===== src/hw/rtl/mbp_pkg.sv =====
package mbp_pkg;

    // Item opcodes.
    localparam logic [1:0] OP_WRITE = 2'd0;
    localparam logic [1:0] OP_FLUSH = 2'd1;
    localparam logic [1:0] OP_RAW   = 2'd2;

    // Widest field that a write item can append.
    localparam logic [6:0] MAX_FIELD_BITS = 7'd64;

    // Staging buffer: one held byte followed by a full 64-bit field.
    localparam int BUF_W = 72;

    // Input beat.
    typedef struct packed {
        logic [1:0]  opcode;
        logic [63:0] field_value;
        logic [6:0]  bit_count;
    } t_in_item;

    // Output beat.
    typedef struct packed {
        logic [7:0] out_byte;
        logic       last_of_run;
    } t_out_item;

    // Commands from the controller to the datapath.
    typedef struct packed {
        logic load;
        logic shift;
    } t_ctl_cmd;

    // Status from the datapath to the controller.
    typedef struct packed {
        logic has_bytes;
        logic last;
        logic slot_free;
    } t_dp_status;

endpackage


===== src/hw/rtl/mbp_ctrl.sv =====
module mbp_ctrl (
    input  logic               i_clk,
    input  logic               i_rst_n,
    input  logic               i_in_valid,
    output logic               o_in_stall,
    input  mbp_pkg::t_dp_status i_status,
    output mbp_pkg::t_ctl_cmd  o_cmd
);

    localparam logic ST_IDLE = 1'b0;
    localparam logic ST_EMIT = 1'b1;

    logic r_state;
    logic n_state;

    // Inputs are taken only while no byte of an earlier item is pending.
    assign o_in_stall  = (r_state != ST_IDLE);
    assign o_cmd.load  = (r_state == ST_IDLE) && i_in_valid;
    assign o_cmd.shift = (r_state == ST_EMIT) && i_status.slot_free;

    // Next-state logic.
    always_comb begin
        n_state = r_state;
        unique case (r_state)
            ST_IDLE: begin
                if (i_in_valid && i_status.has_bytes) begin
                    n_state = ST_EMIT;
                end
            end
            ST_EMIT: begin
                if (i_status.slot_free && i_status.last) begin
                    n_state = ST_IDLE;
                end
            end
            default: n_state = ST_IDLE;
        endcase
    end

    // State register.
    always_ff @(posedge i_clk) begin
        if (!i_rst_n) begin
            r_state <= ST_IDLE;
        end else begin
            r_state <= n_state;
        end
    end

endmodule


===== src/hw/rtl/mbp_datapath.sv =====
module mbp_datapath (
    input  logic                i_clk,
    input  logic                i_rst_n,
    input  mbp_pkg::t_ctl_cmd   i_cmd,
    output mbp_pkg::t_dp_status o_status,
    input  mbp_pkg::t_in_item   i_in_data,
    input  logic                i_out_stall,
    output logic                o_out_valid,
    output mbp_pkg::t_out_item  o_out_data
);

    logic [7:0]                r_held;      // held bits, left-aligned, zero below
    logic [2:0]                r_held_cnt;
    logic [mbp_pkg::BUF_W-1:0] r_buf;
    logic [6:0]                r_rem;
    logic                      r_out_vld;
    mbp_pkg::t_out_item        r_out;

    logic [6:0]                cnt_sat;
    logic [63:0]               field_left;
    logic [mbp_pkg::BUF_W-1:0] n_buf;
    logic [6:0]                n_total;
    logic                      held_any;
    logic                      slot_free;
    logic                      last;

    // Saturate the count and left-align the new field.
    assign cnt_sat    = (i_in_data.bit_count > mbp_pkg::MAX_FIELD_BITS) ?
                        mbp_pkg::MAX_FIELD_BITS : i_in_data.bit_count;
    assign field_left = i_in_data.field_value << (mbp_pkg::MAX_FIELD_BITS - cnt_sat);
    assign held_any   = (r_held_cnt != 3'd0);

    // Build the staging buffer and its bit count for the new item.
    always_comb begin
        n_buf   = {r_held, 64'd0};
        n_total = {4'd0, r_held_cnt};
        unique case (i_in_data.opcode)
            mbp_pkg::OP_WRITE: begin
                // The new field starts right behind the held bits.
                n_buf   = {r_held, 64'd0} | ({field_left, 8'd0} >> r_held_cnt);
                n_total = {4'd0, r_held_cnt} + cnt_sat;
            end
            mbp_pkg::OP_FLUSH: begin
                n_total = held_any ? 7'd8 : 7'd0;
            end
            mbp_pkg::OP_RAW: begin
                if (held_any) begin
                    n_buf   = {r_held, i_in_data.field_value[7:0], 56'd0};
                    n_total = 7'd16;
                end else begin
                    n_buf   = {i_in_data.field_value[7:0], 64'd0};
                    n_total = 7'd8;
                end
            end
            default: begin
                // The unused opcode leaves the held bits as they are.
                n_buf   = {r_held, 64'd0};
                n_total = {4'd0, r_held_cnt};
            end
        endcase
    end

    assign slot_free = !r_out_vld || !i_out_stall;
    assign last      = (r_rem[6:4] == 3'd0);

    assign o_status.has_bytes = (n_total[6:3] != 4'd0);
    assign o_status.last      = last;
    assign o_status.slot_free = slot_free;

    // Held bits and output valid.
    always_ff @(posedge i_clk) begin
        if (!i_rst_n) begin
            r_held     <= 8'd0;
            r_held_cnt <= 3'd0;
            r_out_vld  <= 1'b0;
        end else begin
            if (i_cmd.load && (n_total[6:3] == 4'd0)) begin
                // No whole byte: the new partial byte is held at once.
                r_held     <= n_buf[mbp_pkg::BUF_W-1 -: 8];
                r_held_cnt <= n_total[2:0];
            end else if (i_cmd.shift && last) begin
                r_held     <= r_buf[mbp_pkg::BUF_W-9 -: 8];
                r_held_cnt <= r_rem[2:0];
            end
            if (i_cmd.shift) begin
                r_out_vld <= 1'b1;
            end else if (!i_out_stall) begin
                r_out_vld <= 1'b0;
            end
        end
    end

    // Staging buffer and output beat.
    always_ff @(posedge i_clk) begin
        if (i_cmd.load) begin
            r_buf <= n_buf;
            r_rem <= n_total;
        end else if (i_cmd.shift) begin
            r_buf <= r_buf << 8;
            r_rem <= r_rem - 7'd8;
        end
        if (i_cmd.shift) begin
            r_out.out_byte    <= r_buf[mbp_pkg::BUF_W-1 -: 8];
            r_out.last_of_run <= last;
        end
    end

    assign o_out_valid = r_out_vld;
    assign o_out_data  = r_out;

endmodule


===== src/hw/rtl/msb_first_bit_packer.sv =====
// MSB-first bit packer.
// Input channel (i_in_valid / o_in_stall / i_in_data): one beat per item.
// A write item appends the low bit_count bits (saturated at 64) of
// field_value to the held bits; a flush item emits the held bits as one
// left-aligned, zero-padded byte; a raw item flushes, then emits its low byte.
// Output channel (o_out_valid / i_out_stall / o_out_data): one byte per beat,
// last_of_run marks the final byte caused by an item.
// An item is taken in one beat; its bytes then leave one per cycle, while the
// receiver does not stall, from a 72-bit staging shift register, and the input
// is stalled until the last of them is registered (not at all when the item
// completes no byte). The first byte passes through the staging buffer and then the output register.
// The output register lets the next item be taken while the last byte of the
// previous one still waits. When the receiver stalls, the byte shifter waits
// and the input stays stalled until the item's last byte is registered.
// Reset (synchronous, active low) clears the held bits and drops output valid.
module msb_first_bit_packer (
    input  logic               i_clk,
    input  logic               i_rst_n,
    input  logic               i_in_valid,
    output logic               o_in_stall,
    input  mbp_pkg::t_in_item  i_in_data,
    output logic               o_out_valid,
    input  logic               i_out_stall,
    output mbp_pkg::t_out_item o_out_data
);

    mbp_pkg::t_ctl_cmd   cmd;
    mbp_pkg::t_dp_status status;

    // Sequencer.
    mbp_ctrl u_ctrl (
        .i_clk      (i_clk),
        .i_rst_n    (i_rst_n),
        .i_in_valid (i_in_valid),
        .o_in_stall (o_in_stall),
        .i_status   (status),
        .o_cmd      (cmd)
    );

    // Staging buffer, held bits and output register.
    mbp_datapath u_datapath (
        .i_clk       (i_clk),
        .i_rst_n     (i_rst_n),
        .i_cmd       (cmd),
        .o_status    (status),
        .i_in_data   (i_in_data),
        .i_out_stall (i_out_stall),
        .o_out_valid (o_out_valid),
        .o_out_data  (o_out_data)
    );

endmodule


===== config.mk =====
export PLATFORM = sky130hd
export DESIGN_NAME = msb_first_bit_packer
export DESIGN_NICKNAME = d
export VERILOG_FILES = /design/src/hw/rtl/mbp_pkg.sv /design/src/hw/rtl/mbp_ctrl.sv /design/src/hw/rtl/mbp_datapath.sv /design/src/hw/rtl/msb_first_bit_packer.sv
export SDC_FILE = /design/constraint.sdc
export NUM_CORES = 1
export LEC_CHECK = 0
export BUFFER_PORTS_ARGS = -buffer_cell sky130_fd_sc_hd__buf_2
export CORE_MARGIN = 5
export CORE_UTILIZATION = 30
export CTS_BUF_LIST = sky130_fd_sc_hd__clkbuf_4
export DETAILED_ROUTE_END_ITERATION = 8
export PLACE_DENSITY = 0.41
export SYNTH_ARGS = -nofsm -noshare
export SYNTH_HDL_FRONTEND = slang
export SYNTH_SLANG_ARGS = --single-unit

===== constraint.sdc =====
create_clock -name i_clk -period 14.95 [get_ports i_clk]
set_input_delay 4.485 -clock i_clk [delete_from_list [all_inputs] [get_ports i_clk]]
set_output_delay 4.485 -clock i_clk [all_outputs]
set_load 0.005 [all_outputs]

==> qor.yml, run 1 <==
ys_seq_area_frac: 0.216
first_pass_iters: 6
gp_congestion: 1.06
cts_buffer_depth: 2
worst_ep_arrival_time_ns: 10.62
cp-startpoint: "i_in_data[6]"
die_width_um: 220
critPathMaxFanout: 56
first_global_vias: 13967
async_flop_share: 0
worst_slew_pin_slew_ns: 1.25
layout_common_cells: "nand2_1 (175), nor2_1 (134), mux2i_1 (130), o21ai_0 (122), a21oi_1 (102)"
layout_worst_path_cycle_share: 0.688
fin_crit_ns: 10.29
netlist.area_leader.share: 0.197
std_cell_rows: 77
status: "finished, final reports clean"
crit_path_end_kind: "flop"
maxCapViolCount: 0
grt_use_total: 0.265
syn_inst: 1683
antenna_found_initial: 1
final_common_cell: "nand2_1"
synthTopCellsByArea: "edfxtp_1 (20%), mux2i_1 (9.8%), nand2_1 (4.9%)"
critPathKind: "in -> reg"
yosys.cell_types.count: 100
instances_no_fill: 2251
cts.sinks: 100
fmax_mhz: 97.2
synth_edf_count: 87
post_cts_buffers: 0
final_antenna_net_count: 0
vdd_ir_drop_max_mv: 0.0474
routed_wl_um: 65500
min_path_type: "reg -> reg"
post-place-ws_ns: 4.24
drive_gt1_frac: 0.154
cts_hold_buf: 0
dieArea_sq_mm: 0.0486
syn-cell-area_sq_mm: 0.0133
synth-main-ff-cell: "edfxtp_1"
vias: 14583
min_from: "u_datapath.r_buf[68]"
ys_seq_elements: 100
cts_max_level: 3
hold_viol: 0
yosysTopAreaCell: "edfxtp_1"
grt_max_degree: 78
ys_warn_count: 0
dp_hpwl_um: 48300
fin_ws_ns: 4.66
nNetsFinal: 1734
die_y_um: 220
tritoncts: "yes"
io_buffers: 87
p_per_area_mw_per_mm2: 110
dp.cells: 2233
ctsResizeCount: 0
root_buffer: "clkbuf_4"
skew_ns: 0.0282
syn_avg_cell_area_sq_um: 7.89
reg2reg_from: "u_datapath.r_held_cnt[1]"
avgRoutedWirePerCell_um: 29.1
rsz0062_at_grt: "no"
finalSetupTns_ns: 0
start_util: 0.302
syn2layout_area_growth_pct: 6.58
setup_violations: 0
critPathLaunchType: "primary input"
cts.clk_slew.worst_paths_ns: 0.15
cts-buffers-inserted: 9
viasPerCell: 6.48
ios: 88
grt.overflow.total: 0
p_leak_nw: 5.30
grt_pass1_wl_um: 97400
drv_slew: 0
core_area_sq_mm: 0.0440
remaining_drc_errors: 0
p_total_mw: 1.56
hold_ws_ns: 0.438
syn-num-nets: 1765
clk_latency_ns: 0.53
slew_headroom: 0.163
dr.first_iter.drc_count: 2033
critPathRequiredTime_ns: 15.28
## stage by stage
step	instance area, sq um	utilization
floorplan	13300	-
global placement	14000	0.318
detailed placement	14000	0.318
CTS	14100	0.321
global route	14200	0.321
finish	14200	0.321
## power by group
group,switching [mW],total (mW),internal (mW)
Combinational,0.643,0.959,0.316
Sequential,0.0274,0.432,0.405
Clock,0.0999,0.171,0.0711
Total,0.770,1.56,0.792
## state kept, by name, indices dropped and copies added (netlist names)
| signal | count |
|---|---|
| u_datapath.r_buf | 71 |
| u_datapath.o_out_data | 9 |
| u_datapath.r_held | 8 |
| u_datapath.r_rem | 7 |
| u_datapath.r_held_cnt | 3 |
| u_ctrl.o_in_stall | 1 |
| u_datapath.o_out_valid | 1 |
## per-layer routing
metal / part of all wire / global-route usage / up-vias
li1: - / - / 6522
met1: 0.44 / 0.374 / 7243
met2: 0.46 / 0.427 / 716
met3: 0.079 / 0.0447 / 102
met4: 0.025 / 0.0566 / 0
met5: 0 / 0 / -
## worst paths after layout
check                           slack [ns]  cells after the start                  endpoint
worst min register to register        0.44                      0  u_datapath.o_out_data[5]
worst min-delay path                  0.44                      0  u_datapath.o_out_data[5]
worst max register to register       10.94                     12      u_datapath.r_held[3]
worst max-delay path                  4.66                     18      u_datapath.r_buf[60]
## cell usage after synthesis, types with 35 or more instances
cell type	instances
edfxtp_1	87
mux2i_1	130
clkbuf_1	82
nor2_1	134
a21oi_1	102
a22oi_1	35
nand2_1	175
nor3_1	63
o22ai_1	44
o21ai_0	122
buf_2	38
nand3_1	64
## final cells by class
type,instances,area (sq um)
tap,592,741
inverter,23,86.3
multi-input combinational,1392,9560
timing repair buffer,126,728
clock buffer,11,82.6
sequential,100,2880
fill,4808,29900
clock inverter,5,77.6
antenna,2,5.00
## logic make-up after synthesis
| family | after synthesis | synth area share |
|---|---|---|
| xor gates and xnor gates | 8 | 0.00641 |
| DFF | 100 | 0.216 |
| adders and majority gates | 5 | 0.00528 |
| and+or+nand+nor | 565 | 0.203 |
| buffers and inverters | 191 | 0.0680 |
| AOI/OAI and AO/OA | 621 | 0.327 |
| muxes | 193 | 0.174 |
## critical path, cell delays in order
cell	delay [ns]
buf_2	0.07
buf_4	0.51
clkinv_1	0.14
buf_4	0.28
nand2_1	0.18
ha_4	0.45
buf_4	0.63
xnor2_4	0.17
buf_4	0.51
mux2i_1	0.15
o21ai_0	0.48
nor2_1	0.18
a211oi_1	0.70
a21oi_2	0.19
o211ai_1	0.63
o21ai_0	0.24
mux2_2	0.32
o211ai_1	0.24
Power figures use the tool's default switching activity.
==> run 2, diff against run 1 <==
Clock period 14.95 ns to 10.4 ns, I/O delays scaled along.
==> qor.yml, run 2 (synthesized netlist as in run 1, its figures left out) <==
status: "finished, final reports clean"  # unchanged
rr_worst_depth: 11  # was 12
crit_path_end_kind: "flop"  # unchanged
nNetsFinal: 1733  # was 1,734
slew_headroom: 0.118  # was 0.163
remaining_drc_errors: 0  # unchanged
first_pass_iters: 6  # unchanged
power_frac_comb: 0.611  # was 0.614
finalSetupTns_ns: 0  # unchanged
cts-buffers-inserted: 9  # unchanged
dp.cells: 2232  # was 2,233
vias: 14532  # was 14,583
p_sw_frac: 0.499  # was 0.493
min_path_type: "reg -> reg"  # unchanged
switchingPower_mw: 1.13  # was 770 uW
power_frac_clock: 0.112  # was 0.109
cp-startpoint: "i_in_data[6]"  # unchanged
setup_violations: 0  # unchanged
r2r_slack_ns: 6.72  # was 10.94 ns
ctsResizeCount: 0  # unchanged
cts.sinks: 100  # unchanged
layout_worst_path_cycle_share: 0.788
critPathLaunchType: "primary input"  # unchanged
gp_congestion: 1.00  # was 1.06
drv_slew: 0  # unchanged
fmax_mhz: 122
avgRoutedWirePerCell_um: 29.7  # was 29.1 um
post-place-ws_ns: 1.75  # was 4.24 ns
hold_depth: 0  # unchanged
viasPerCell: 6.46  # was 6.48
n_fill_cell: 4754  # was 4,808
cp_slowest_cell: "o32ai_1"  # was a211oi_1
skew_ns: 0.0338  # was 0.0282 ns
start_util: 0.302  # unchanged
maxCapViolCount: 0  # unchanged
critPathMaxFanout: 55  # was 56
layout_common_cells: "nand2_1 (175), nor2_1 (134), mux2i_1 (130), o21ai_0 (122), a21oi_1 (102)"  # unchanged
final_common_cell: "nand2_1"  # unchanged
tritoncts: "yes"  # unchanged
io_buffers: 87  # unchanged
p_leak_nw: 5.29  # was 5.30 nW
instances_no_fill: 2250  # was 2,251
die_y_um: 220  # unchanged
cts_max_level: 3  # unchanged
top_register: "u_datapath.r_buf"  # unchanged
die_width_um: 220  # unchanged
routed_wl_um: 66900  # was 65,500 um
std_cell_rows: 77  # unchanged
grt.overflow.total: 0  # unchanged
grt_pass1_wl_um: 98200  # was 97,400 um
grt_max_degree: 78  # unchanged
critPathKind: "in -> reg"  # unchanged
root_buffer: "clkbuf_4"  # unchanged
fin_crit_ns: 8.20
core_area_sq_mm: 0.0440  # unchanged
post_cts_buffers: 0  # unchanged
cpPeakStageDelay_ns: 0.63  # was 0.70 ns
vdd_ir_drop_max_mv: 0.0748  # was 0.0474 mV
final_antenna_net_count: 0  # unchanged
worst_slew_pin_slew_ns: 1.32  # was 1.25 ns
seqPwrFrac: 0.276  # was 0.277
final_util: 0.321  # about the same
hold_viol: 0  # unchanged
reg2reg_from: "u_datapath.r_held_cnt[1]"  # unchanged
dr.first_iter.drc_count: 1858  # was 2,033
worst_ep_arrival_time_ns: 8.52  # was 10.62 ns
fin_ws_ns: 2.20  # was 4.66 ns
cts_hold_buf: 0  # unchanged
endpoint: "u_datapath.r_buf[68]"  # was u_datapath.r_buf[60]
path_cells: "buf_2 > buf_4 > nor2b_4 > inv_1 > ha_4 > buf_4 > nor3b_2 > o21ai_0 > a21oi_1 > o32ai_1 > a22oi_1 > a22oi_1 > o21ai_1 > mux4_2 > a221o_1 > mux2_2"  # was buf_2 > buf_4 > clkinv_1 > buf_4 > nand2_1 > ha_4 > buf_4 > xnor2_4 > buf_4 > mux2i_1 > o21ai_0 > nor2_1 > a211oi_1 > a21oi_2 > o211ai_1 > o21ai_0 > mux2_2 > o211ai_1
ios: 88  # unchanged
syn2layout_area_growth_pct: 6.56  # was 6.58%
clk_latency_ns: 0.54  # was 0.53 ns
p_per_area_mw_per_mm2: 160  # was 110 mW/mm^2
antenna_found_initial: 3  # was 1
rsz0062_at_grt: "no"  # unchanged
dieArea_sq_mm: 0.0486  # unchanged
grt_use_total: 0.270  # was 0.265
r2r-end: "u_datapath.r_held[3]"  # unchanged
drive_gt1_frac: 0.153  # was 0.154
first_global_vias: 13895  # was 13,967
critPathRequiredTime_ns: 10.72  # was 15.28 ns
dp_hpwl_um: 50100  # was 48,300 um
internal_power_mw: 1.14  # was 792 uW
cts_buffer_depth: 2  # unchanged
cts.clk_slew.worst_paths_ns: 0.18  # was 0.15 ns
largest_register_ffs: 71  # unchanged
run 2: area by class of cell:
| cell class | instances | area [sq um] | area share |
|---|---|---|---|
| Timing Repair Buffer | 125 | 721 | 0.0509 |
| Multi-Input combinational cell | 1392 | 9560 | 0.675 |
| Antenna cell | 2 | 5.00 | 0.000354 |
| Inverter | 23 | 86.3 | 0.00610 |
| Sequential cell | 100 | 2880 | 0.203 |
| Clock buffer | 9 | 67.6 | 0.00477 |
| Tap cell | 592 | 741 | 0.0523 |
| Clock inverter | 7 | 97.6 | 0.00690 |
run 2: worst max-delay path: cells and delay by family:
family | cells | cell delay (ns)
muxes | 2 | 0.79
and+or+nand+nor | 2 | 0.35
adders and majority gates | 1 | 0.55
buffers and inverters | 4 | 1.23
AOI/OAI and AO/OA | 7 | 2.44
run 2: layer usage:
metal	part of all wire	GRT usage	up-vias
li1	-	-	6529
met5	0	0	-
met4	0.024	0.0653	0
met1	0.44	0.379	7237
met3	0.072	0.0427	89
met2	0.46	0.436	677
run 2: stage by stage:
stage                     hold WS, ns  instance area, sq um  total power [mW]
final                           0.444                 14100              2.27
after detailed placement        0.406                 14000              1.99
after floorplan                 0.400                 13300              1.53
after global routing            0.454                 14100              2.39
after CTS                       0.446                 14100              2.25
after global placement          0.405                 14000              2.00
run 2: worst min path at each step:
stage,startpoint,end,slack (ns)
after CTS,u_datapath.r_buf[69],u_datapath.o_out_data[6],0.45
after floorplan,u_datapath.r_buf[64],u_datapath.o_out_data[1],0.40
after detailed placement,u_datapath.r_buf[69],u_datapath.o_out_data[6],0.41
after global placement,u_datapath.r_buf[67],u_datapath.o_out_data[4],0.40
after global routing,u_datapath.r_buf[65],u_datapath.o_out_data[2],0.45
final,u_datapath.r_buf[69],u_datapath.o_out_data[6],0.44
run 2: power groups by stage:
stage	logic, mW	registers, mW	clock network [mW]
2_1_floorplan	0.906	0.621	0
3_3_place_gp	1.36	0.637	0
3_5_place_dp	1.36	0.637	0
4_1_cts	1.36	0.627	0.260
5_1_grt	1.48	0.637	0.273
6_report	1.39	0.626	0.254
